## config.mk

```make
export PLATFORM = sky130hd
export DESIGN_NAME = deque_with_key_removal_flat
export DESIGN_NICKNAME = d
export VERILOG_FILES = /design/src/design/dqkr_pkg.sv /design/src/design/dqkr_if.sv /design/src/design/deque_with_key_removal.sv /design/src/design/dqkr_ram.sv /design/src/design/dqkr_seq.sv /design/src/flat_wrapper.sv
export SDC_FILE = /design/constraint.sdc
export NUM_CORES = 1
export LEC_CHECK = 0
export BUFFER_PORTS_ARGS = -buffer_cell sky130_fd_sc_hd__clkbuf_2
export CAP_MARGIN = 20
export CORE_MARGIN = 2
export CORE_UTILIZATION = 50
export CTS_BUF_LIST = sky130_fd_sc_hd__clkbuf_4 sky130_fd_sc_hd__clkbuf_8
export DETAILED_ROUTE_END_ITERATION = 7
export PLACE_DENSITY = 0.67
export SLEW_MARGIN = 10
export SYNTH_ARGS = -nofsm -noshare
export SYNTH_HDL_FRONTEND = slang
export SYNTH_HIERARCHICAL = 1
export SYNTH_SLANG_ARGS = --single-unit
```

## constraint.sdc

```tcl
create_clock -name clk -period 5.8 [get_ports clk]
set_input_delay 0.58 -clock clk [delete_from_list [all_inputs] [get_ports clk]]
set_output_delay 0.58 -clock clk [all_outputs]
set_load 0.03 [all_outputs]
```

## src/design/dqkr_pkg.sv

```systemverilog
// Shared constants, types and helpers for the deque with key removal.
// No dependencies.
package dqkr_pkg;

  localparam int DEPTH = 16;
  localparam int DW    = 32;
  localparam int AW    = (DEPTH > 1) ? $clog2(DEPTH) : 1;
  localparam int CW    = $clog2(DEPTH + 1);

  typedef logic signed [DW-1:0] data_t;
  typedef logic [AW-1:0]        addr_t;
  typedef logic [CW-1:0]        cnt_t;
  typedef logic [2:0]           mode_t;
  typedef logic [1:0]           status_t;

  localparam mode_t MODE_PUSH_FRONT = 3'd0;
  localparam mode_t MODE_POP_FRONT  = 3'd1;
  localparam mode_t MODE_PUSH_BACK  = 3'd2;
  localparam mode_t MODE_POP_BACK   = 3'd3;
  localparam mode_t MODE_REMOVE_KEY = 3'd4;

  localparam status_t ST_DONE  = 2'd0;
  localparam status_t ST_EMPTY = 2'd1;
  localparam status_t ST_FULL  = 2'd2;

  typedef struct packed {
    status_t status;
    cnt_t    count;
    data_t   front_value;
    data_t   back_value;
    cnt_t    removed;
  } res_t;

  // circular index: base + offset, offset below DEPTH
  function automatic addr_t wrap_add(addr_t base, cnt_t off);
    logic [AW:0] s;
    s = (AW+1)'(base) + (AW+1)'(off);
    if (s >= (AW+1)'(DEPTH)) begin
      s = s - (AW+1)'(DEPTH);
    end
    return AW'(s);
  endfunction

endpackage

```

## src/design/dqkr_if.sv

```systemverilog
// Valid/ready channel interfaces for requests and results.
// Depends on dqkr_pkg.
interface dqkr_req_if import dqkr_pkg::*; ();
  logic  valid;
  logic  ready;
  mode_t mode;
  data_t value;

  modport source (output valid, output mode, output value, input ready);
  modport sink   (input valid, input mode, input value, output ready);
endinterface

interface dqkr_rsp_if import dqkr_pkg::*; ();
  logic    valid;
  logic    ready;
  status_t status;
  cnt_t    count;
  data_t   front_value;
  data_t   back_value;
  cnt_t    removed;

  modport source (output valid, output status, output count, output front_value,
                  output back_value, output removed, input ready);
  modport sink   (input valid, input status, input count, input front_value,
                  input back_value, input removed, output ready);
endinterface

```

## src/design/deque_with_key_removal.sv

```systemverilog
// Bounded deque of signed 32-bit values with delete-by-value. Entries sit in a
// circular buffer RAM addressed by a head pointer and a count, so a push or pop
// moves a pointer; the front and back values are kept in registers and refreshed
// by one RAM read after a pop. A push, an empty or full case, or an unused mode
// goes from idle straight to the done state; a pop that leaves entries passes
// the fetch state first, and a key removal the scan state, which streams every
// held entry through the one RAM read port and compare, writing kept entries
// back in order. One request is in work at a time; ready is high only while idle.
// Depends on dqkr_pkg, dqkr_if, dqkr_seq.
module deque_with_key_removal import dqkr_pkg::*; (
  input  logic      clk,
  input  logic      rst,
  dqkr_req_if.sink  req,
  dqkr_rsp_if.source rsp
);

  logic res_valid;
  logic res_ready;
  res_t res;

  dqkr_seq u_seq (
    .clk       (clk),
    .rst       (rst),
    .req       (req),
    .res_valid (res_valid),
    .res_ready (res_ready),
    .res       (res)
  );

  assign res_ready = !rsp.valid || rsp.ready;

  always_ff @(posedge clk) begin
    if (rst) begin
      rsp.valid <= 1'b0;
    end else if (res_valid && res_ready) begin
      rsp.valid <= 1'b1;
    end else if (rsp.ready) begin
      rsp.valid <= 1'b0;
    end
    if (res_valid && res_ready) begin
      rsp.status      <= res.status;
      rsp.count       <= res.count;
      rsp.front_value <= res.front_value;
      rsp.back_value  <= res.back_value;
      rsp.removed     <= res.removed;
    end
  end

endmodule

```

## src/design/dqkr_ram.sv

```systemverilog
// Generic one-write one-read RAM with registered read data.
// No dependencies.
module dqkr_ram #(
  parameter int W = 32,
  parameter int D = 16,
  parameter int A = (D > 1) ? $clog2(D) : 1
) (
  input  logic         clk,
  input  logic         we,
  input  logic [A-1:0] waddr,
  input  logic [W-1:0] wdata,
  input  logic [A-1:0] raddr,
  output logic [W-1:0] rdata
);

  logic [W-1:0] mem [D];

  always_ff @(posedge clk) begin
    if (we) begin
      mem[waddr] <= wdata;
    end
    rdata <= mem[raddr];
  end

endmodule

```

## src/design/dqkr_seq.sv

```systemverilog
// Sequencer: circular-buffer pointers, end values and the key-removal scan.
// Depends on dqkr_pkg, dqkr_if and dqkr_ram.
module dqkr_seq import dqkr_pkg::*; (
  input  logic           clk,
  input  logic           rst,
  dqkr_req_if.sink       req,
  output logic           res_valid,
  input  logic           res_ready,
  output res_t           res
);

  typedef enum logic [1:0] {S_IDLE, S_FETCH, S_SCAN, S_DONE} state_t;

  state_t  state, state_next;
  addr_t   head, head_next;
  cnt_t    cnt, cnt_next;
  data_t   front, front_next;
  data_t   back, back_next;
  data_t   key, key_next;
  cnt_t    rd, rd_next;
  cnt_t    wr, wr_next;
  logic    pend, pend_next;
  logic    fetch_front, fetch_front_next;
  status_t status, status_next;
  cnt_t    removed, removed_next;

  logic  we;
  addr_t waddr, raddr;
  data_t wdata, rdata;
  addr_t head_dec;

  dqkr_ram #(.W(DW), .D(DEPTH)) u_ram (
    .clk   (clk),
    .we    (we),
    .waddr (waddr),
    .wdata (wdata),
    .raddr (raddr),
    .rdata (rdata)
  );

  assign head_dec  = (head == '0) ? AW'(DEPTH - 1) : head - AW'(1);
  assign req.ready = (state == S_IDLE);
  assign res_valid = (state == S_DONE);
  assign res       = '{status: status, count: cnt, front_value: front,
                       back_value: back, removed: removed};

  always_comb begin
    state_next       = state;
    head_next        = head;
    cnt_next         = cnt;
    front_next       = front;
    back_next        = back;
    key_next         = key;
    rd_next          = rd;
    wr_next          = wr;
    pend_next        = pend;
    fetch_front_next = fetch_front;
    status_next      = status;
    removed_next     = removed;
    we               = 1'b0;
    waddr            = head;
    wdata            = req.value;
    raddr            = head;
    unique case (state)
      S_IDLE: begin
        if (req.valid) begin
          status_next  = ST_DONE;
          removed_next = '0;
          state_next   = S_DONE;
          unique case (req.mode)
            MODE_PUSH_FRONT: begin
              if (cnt == CW'(DEPTH)) begin
                status_next = ST_FULL;
              end else begin
                we         = 1'b1;
                waddr      = head_dec;
                head_next  = head_dec;
                cnt_next   = cnt + CW'(1);
                front_next = req.value;
                if (cnt == '0) back_next = req.value;
              end
            end
            MODE_PUSH_BACK: begin
              if (cnt == CW'(DEPTH)) begin
                status_next = ST_FULL;
              end else begin
                we        = 1'b1;
                waddr     = wrap_add(head, cnt);
                cnt_next  = cnt + CW'(1);
                back_next = req.value;
                if (cnt == '0) front_next = req.value;
              end
            end
            MODE_POP_FRONT: begin
              if (cnt == '0) begin
                status_next = ST_EMPTY;
              end else begin
                cnt_next  = cnt - CW'(1);
                head_next = wrap_add(head, CW'(1));
                if (cnt == CW'(1)) begin
                  front_next = '0;
                  back_next  = '0;
                end else begin
                  raddr            = wrap_add(head, CW'(1));
                  fetch_front_next = 1'b1;
                  state_next       = S_FETCH;
                end
              end
            end
            MODE_POP_BACK: begin
              if (cnt == '0) begin
                status_next = ST_EMPTY;
              end else begin
                cnt_next = cnt - CW'(1);
                if (cnt == CW'(1)) begin
                  front_next = '0;
                  back_next  = '0;
                end else begin
                  raddr            = wrap_add(head, cnt - CW'(2));
                  fetch_front_next = 1'b0;
                  state_next       = S_FETCH;
                end
              end
            end
            MODE_REMOVE_KEY: begin
              if (cnt == '0) begin
                status_next = ST_EMPTY;
              end else begin
                key_next   = req.value;
                rd_next    = '0;
                wr_next    = '0;
                pend_next  = 1'b0;
                state_next = S_SCAN;
              end
            end
            default: begin
            end
          endcase
        end
      end
      S_FETCH: begin
        if (fetch_front) begin
          front_next = rdata;
        end else begin
          back_next = rdata;
        end
        state_next = S_DONE;
      end
      S_SCAN: begin
        // read stage
        if (rd < cnt) begin
          raddr     = wrap_add(head, rd);
          rd_next   = rd + CW'(1);
          pend_next = 1'b1;
        end else begin
          pend_next = 1'b0;
        end
        // compare and compact stage
        if (pend && (rdata != key)) begin
          we        = 1'b1;
          waddr     = wrap_add(head, wr);
          wdata     = rdata;
          wr_next   = wr + CW'(1);
          back_next = rdata;
          if (wr == '0) front_next = rdata;
        end
        if (!pend && (rd == cnt)) begin
          cnt_next     = wr;
          removed_next = cnt - wr;
          if (wr == '0) begin
            front_next = '0;
            back_next  = '0;
          end
          state_next = S_DONE;
        end
      end
      S_DONE: begin
        if (res_ready) state_next = S_IDLE;
      end
      default: begin
        state_next = S_IDLE;
      end
    endcase
  end

  always_ff @(posedge clk) begin
    if (rst) begin
      state <= S_IDLE;
      head  <= '0;
      cnt   <= '0;
      front <= '0;
      back  <= '0;
      pend  <= 1'b0;
    end else begin
      state <= state_next;
      head  <= head_next;
      cnt   <= cnt_next;
      front <= front_next;
      back  <= back_next;
      pend  <= pend_next;
    end
    key         <= key_next;
    rd          <= rd_next;
    wr          <= wr_next;
    fetch_front <= fetch_front_next;
    status      <= status_next;
    removed     <= removed_next;
  end

endmodule
```

## src/flat_wrapper.sv

```systemverilog
// flat-port wrapper written by rule: the top's interface ports become plain ports
module deque_with_key_removal_flat import dqkr_pkg::*;
  (clk, rst, req_valid, req_mode, req_value, req_ready, rsp_valid, rsp_status, rsp_count, rsp_front_value, rsp_back_value, rsp_removed, rsp_ready);
  dqkr_req_if req_i ();
  dqkr_rsp_if rsp_i ();
  input  logic clk;
  input  logic rst;
  input wire logic [$bits(req_i.valid)-1:0] req_valid;
  input wire logic [$bits(req_i.mode)-1:0] req_mode;
  input wire logic [$bits(req_i.value)-1:0] req_value;
  output wire logic [$bits(req_i.ready)-1:0] req_ready;
  output wire logic [$bits(rsp_i.valid)-1:0] rsp_valid;
  output wire logic [$bits(rsp_i.status)-1:0] rsp_status;
  output wire logic [$bits(rsp_i.count)-1:0] rsp_count;
  output wire logic [$bits(rsp_i.front_value)-1:0] rsp_front_value;
  output wire logic [$bits(rsp_i.back_value)-1:0] rsp_back_value;
  output wire logic [$bits(rsp_i.removed)-1:0] rsp_removed;
  input wire logic [$bits(rsp_i.ready)-1:0] rsp_ready;
  assign req_i.valid = req_valid;
  assign req_i.mode = req_mode;
  assign req_i.value = req_value;
  assign req_ready = req_i.ready;
  assign rsp_valid = rsp_i.valid;
  assign rsp_status = rsp_i.status;
  assign rsp_count = rsp_i.count;
  assign rsp_front_value = rsp_i.front_value;
  assign rsp_back_value = rsp_i.back_value;
  assign rsp_removed = rsp_i.removed;
  assign rsp_i.ready = rsp_ready;
  deque_with_key_removal u_core (.clk(clk), .rst(rst), .req(req_i), .rsp(rsp_i));
endmodule
```

# Yosys cells after proc, flatten, opt, wreduce, memory -nomap -nowiden
# Memory sizes are Yosys's and may differ from the RTL's. A register that Yosys moved wholly into a read port is not among the register bits.
# Cells that the tools add are included.
# totals
regBits,203
ramBits,512
inputBits,39
output_inout_bits,78
word_cells,197
n_memories,1
# mem_list
memory,depth,word_bits,read_ports,rd_clocked_by_memory_dff,write_ports,line_no,rtl
u_core.u_seq.u_ram.mem,16,32,1,1,1,dqkr_ram.sv:16,logic [W-1:0] mem [D];
# op_classes
n_addsub,17
n_lt_le_gt_ge,6
n_eq_ne,33
mux,90
bitwise_logic,1
reduce_logical,31
# op_table
cell,n
2-to-1 mux 32 bit,18
case mux 32 bit (3 select lines),4
2-to-1 mux 4 bit,17
2-to-1 mux 5 bit,11
case mux 5 bit (2 select lines),5
case mux 4 bit (2 select lines),5
inequality test 32 bit,1
>= comparator 5 bit (second input constant),5
inequality test 2 bit (second input constant),12
subtractor 4 x 1 -> 4 bit (second input constant),6
inequality test 3 bit (second input constant),7
adder 4 x 5 -> 5 bit,4
2-to-1 mux 1 bit,18
AND reduction 9 bit,2
adder 5 x 1 -> 5 bit (second input constant),3
2-to-1 mux 2 bit,6
AND reduction 4 bit,3
zero test 5 bit,2
AND reduction 5 bit,2
case mux 2 bit (2 select lines),2
case mux 2 bit (4 select lines),1
nonzero test 2 bit,4
AND reduction 7 bit,1
== test 3 x 2 -> 1 bit (second input constant),2
29 further kinds,37

# Logic depth before layout (Yosys ltp)
# depth
depth_word,9
depth_mapped,16
mapped_depth_nobuf,14

# Modules after synthesis
# Netlist, hierarchy kept.
# modules_own_cells
module,instances,cells_per_inst,area_each_um2,seq_area_each_um2
dqkr_ram,1,838,19835.3,16015.4
dqkr_seq,1,748,7144.4,3022.9
deque_with_key_removal,1,81,2337.2,2302.2

# Worst setup path after synthesis
# No wires, ideal clock.
# synth_path
path_kind,register to register
start,register u_core.u_seq.head[1]
end,memory u_core.u_seq.u_ram.mem[0][0] (enable)
setup_ps,461
arrival_time_ps,4737
setup_slack_ps,602
path_stages_with_launch,12
path_buffers,0
cell_sequence,dfxtp_1 -> inv_1 -> ha_1 -> a21o_1 -> a21oi_1 -> mux2i_1 -> xnor2_1 -> nand2_1 -> a21oi_1 -> a211o_1 -> or3b_2 -> nor3_1
# synth_via
elab_chain_cells,7
elab_cells_between_ends,17
# synth_rtl
element,line_no,rtl
"start, declared",dqkr_seq.sv:15,"addr_t head, head_next;"
"start signal, assigned",dqkr_seq.sv:196,head <= head_next;
adder 4 x 5 -> 5 bit,dqkr_pkg.sv:37,s = (AW+1)'(base) + (AW+1)'(off);
subtractor 4 x 1 -> 4 bit or >= comparator 5 bit (tied branches),"dqkr_pkg.sv:39, dqkr_pkg.sv:38",
2-to-1 mux 4 bit,dqkr_pkg.sv:38,if (s >= (AW+1)'(DEPTH)) begin
2-to-1 mux 4 bit,dqkr_seq.sv:84,if (cnt == CW'(DEPTH)) begin
case mux 4 bit (2 select lines),dqkr_seq.sv:70,unique case (req.mode)
2-to-1 mux 4 bit,dqkr_seq.sv:66,if (req.valid) begin
case mux 4 bit (2 select lines) (*),dqkr_seq.sv:64,unique case (state)
net u_core.u_seq.waddr[3],dqkr_seq.sv:28,"addr_t waddr, raddr;"
"end, declared",dqkr_ram.sv:16,
# The timed path passes the listed nets; every way through them passes the cells marked *.

# Final worst setup path
# layout_path
start,register u_core.u_seq.cnt[3]
end,register u_core.u_seq.u_ram.rdata[8] (read register of u_core.u_seq.u_ram.mem)
# layout_via
elab_chain_cells,9
elab_cells_between_ends,16
# layout_rtl
element,line_no,rtl
"start, declared",dqkr_seq.sv:16,"cnt_t cnt, cnt_next;"
"start signal, assigned",dqkr_seq.sv:197,cnt <= cnt_next;
subtractor 5 x 2 -> 5 bit,dqkr_seq.sv:119,"raddr = wrap_add(head, cnt - CW'(2));"
adder 4 x 5 -> 5 bit,dqkr_pkg.sv:37,
>= comparator 5 bit,dqkr_pkg.sv:38,
2-to-1 mux 4 bit,dqkr_pkg.sv:38,
2-to-1 mux 4 bit,dqkr_seq.sv:115,if (cnt == CW'(1)) begin
2-to-1 mux 4 bit,dqkr_seq.sv:111,if (cnt == '0) begin
case mux 4 bit (2 select lines),dqkr_seq.sv:70,
2-to-1 mux 4 bit,dqkr_seq.sv:66,
case mux 4 bit (2 select lines) (*),dqkr_seq.sv:64,
net u_core.u_seq.raddr[1],dqkr_seq.sv:28,
"end, declared",dqkr_ram.sv:13,output logic [W-1:0] rdata
# Marked as above.
# A chain may end at the register's enable or synchronous reset.

==> metrics <==
synthesized area 29300 sq um; Num CTS Buffers about 110; grt total ovfl 0; Die X approximately 250 microns; Top Usage Layer GRT met2; die area a little over 60000 sq um; Tmin final 4.80 ns; GP Congestion 0.876; htree depth 3; outcome finished clean; drt wl/cell around 25 microns; dpl cells about 2500; reg2reg setup slack 1.00 ns; first-pass GRT wire length between 100 and 150 mm; Worst EP arrival ~5.3 ns; post-CTS sizing 0; MaxCap Viol Count 0; Initial DRC Count 1698; Worst R2R End u_core/u_seq/u_ram/rdata[8]; post-layout util between 50% and 60%; fin. max-slew vios 0; global routing usage on met3 4.88%; EDFF count, synth 638; Final Instance Area between 30000 and 40000 sq um; Seq cells post-synth between 700 and 800; final WL between 60 and 70 mm; Hold Vio Cnt, Final 0; Tcrit/Tclk final 82.7%; dpl hpwl 41.0 mm; Root Driver clkbuf_8; post-synthesis cell count roughly 1700; Synth top area share between 60% and 70%; GRT Util Overall a little under a quarter; initial antenna violation count 2; worst vdd ir 0.295 mV; largest area contributor in the netlist edfxtp_1; Worst Setup SP u_core/u_seq/cnt[3]; crit path cell chain inv_1 > ha_1 > nand3_1 > o21ai_0 > nor2_1 > a21oi_1 > a221o_4 > buf_4 > mux4_2 > a22oi_1 > nand2_1; ys async rst share 0%; vias ~16000; routed vias/inst between 5 and 6; ys flop type edfxtp_1; Synth Net Count about 1700; Placed Area 31000 sq um; startpoint type of the worst setup path register; drc violations 0; CP Capture Point u_core/u_seq/u_ram/rdata[8]; CTS tree yes; IO buf count roughly 120; Sum Neg Setup Slack 0 ns; I/O pins roughly 120; syn avg cell area roughly 18 sq um; Hold WC Path Type input pin to register; Worst Tran Pin Value about 1.1 ns; CP max stage cell a221o_4; number of synthesis warnings 6; Setup Buffers After CTS 0; largest net degree at the start of global routing just under 80; most numerous cell in the Yosys netlist edfxtp_1; M2 GR Usage between 30 and 40%; Post-synth top cells edfxtp_1, nand2_1, mux4_2, dfxtp_1, and2_1; CP max FO 66; DR pass1 iterations 7; Starting Density ~51%; maximum clock rate ~210 MHz; P&R area growth vs syn 14.0%; worst stage delay on the critical path a little over 0.9 ns; final cell count without fillers around 2700; Rows a little under 90; clock latency at the later pin of the worst-skew pair around 0.71 ns; setup violators final 0; Worst-path clk slew 0.06 ns; Core Box Area around 58000 sq um; CTS Sinks about 750; Worst Skew 0.0342 ns; FF-to-FF path depth 11; reg2reg start u_core/u_seq/cnt[3]; antenna-violating nets left 0; crit path capture type register; critical path type register to register; fraction of layout cells with a size suffix above 1 between 20% and 30%; clock buffer depth 3; RSZ-0062 raised after global routing false; vias in the first global route 16000; # hold bufs at CTS 0; required time of the critical path between 6 and 7 ns; Slew HR 26.2%; top cells by area, synth edfxtp_1, mux4_2, dfxtp_1, a221o_1, nand2_1; die height 246 microns; Cell Pwr Density between 400 and 500 nW/um^2; met1 Use GR 32.2%; Yosys cell types between 60 and 70; sequential share of the synthesized area between 70% and 80%; Layout Nets ~1900; Pleak between 10 and 15 nW
-- per-stage QoR --
step | hold slack [ns] | setup WS (ns) | total power, mW
4_1_cts | 0.0411 | 1.02 | 14.4
3_5_place_dp | 0.412 | 1.04 | 9.95
2_1_floorplan | 0.400 | 0.602 | 8.94
3_3_place_gp | 0.402 | 1.04 | 9.88
6_report | 0.102 | 1.00 | 14.3
5_1_grt | 0.0671 | 0.625 | 14.9
-- metal layers --
metal,share of wire [%],routed length (microns),vias to the layer above
met2,47,31700,685
met4,1.8,1190,0
met3,8.4,5650,74
met1,43,29100,8135
li1,-,-,6987
met5,0,0,-
-- power breakdown --
group | switching (mW) | internal, mW
Combinational | 1.79 | 1.23
Clock | 2.00 | 2.48
Sequential | 0.425 | 6.41
-- flip-flops by register name, summed over array words and instances (netlist names) --
signal,cells
u_core/u_seq/rd,5
u_core/u_seq/removed,5
u_core/u_seq/state,2
u_core/rsp.status,2
u_core/u_seq/key,32
u_core/u_seq/cnt,5
u_core/rsp.front_value,32
u_core/rsp.back_value,32
u_core/u_seq/pend,1
u_core/rsp.removed,5
u_core/u_seq/front,32
u_core/u_seq/u_ram/mem,512
u_core/u_seq/u_ram/rdata,32
u_core/u_seq/back,32
u_core/rsp.count,5
u_core/u_seq/status,2
u_core/u_seq/wr,5
u_core/u_seq/fetch_front,1
u_core/u_seq/head,4
u_core/rsp.valid,1
-- worst min path at each step --
stage / cells after the start / end / slack (ns) / startpoint
6_report: 1 / u_core/u_seq/key[10] / 0.10 / req_value[10]
5_1_grt: 1 / u_core/u_seq/key[10] / 0.07 / req_value[10]
3_3_place_gp: 0 / u_core/rsp.removed[1] / 0.40 / u_core/u_seq/removed[1]
3_5_place_dp: 0 / u_core/rsp.removed[4] / 0.41 / u_core/u_seq/removed[4]
4_1_cts: 1 / u_core/u_seq/key[13] / 0.04 / req_value[13]
2_1_floorplan: 0 / u_core/rsp.removed[0] / 0.40 / u_core/u_seq/removed[0]
-- critical path: cells and delay by family, from the launching register on --
family                     cells  cell delay [ns]
adders and majority gates      1             0.34
AOI/OAI and AO/OA              4             1.94
and+or+nand+nor                3             0.59
muxes                          1             0.37
buffers and inverters          2             0.68
DFF                            1             0.63
-- layout make-up --
class                      instances  area [sq um]
antenna                            1          2.50
clock buffer                     161          2010
clock inverter                    49           409
fill                            4328         24400
inverter                          34           135
multi-input combinational        803          7590
sequential                       747         21300
tap                              765           957
timing repair buffer             160           983
-- cell families (layout without fill, tap and decap cells) --
| group | after synthesis | after routing | synth area share (%) |
|---|---|---|---|
| muxes | 132 | 132 | 9.97 |
| and+or+nand+nor | 354 | 354 | 5.74 |
| xor gates and xnor gates | 54 | 54 | 1.61 |
| other | 0 | 1 | 0 |
| adders and majority gates | 40 | 40 | 1.84 |
| DFF | 747 | 747 | 72.8 |
| buffers and inverters | 117 | 404 | 1.89 |
| AOI/OAI and AO/OA | 223 | 223 | 6.16 |
-- layout by cell type (no fill, tap or decap), types with 4 or more instances in the layout --
master / count
bufinv_16: 5
a22oi_1: 67
mux2i_1: 4
nand2b_1: 7
edfxtp_1: 638
nand3_1: 12
o21ai_0: 18
dfxtp_1: 109
inv_1: 32
nand2_1: 160
clkinv_2: 26
nor3_2: 5
nor2_1: 48
mux4_2: 128
a221o_1: 66
clkbuf_4: 33
nor3_1: 4
xnor2_1: 45
a21oi_1: 25
ha_1: 35
clkbuf_8: 128
clkinv_1: 11
nor2_4: 13
buf_4: 38
fa_1: 5
nand4_1: 10
nor2b_1: 4
clkbuf_2: 116
and2_1: 69
a21o_1: 7
xor2_1: 9
Note: power is estimated with default switching activity, not from simulation.
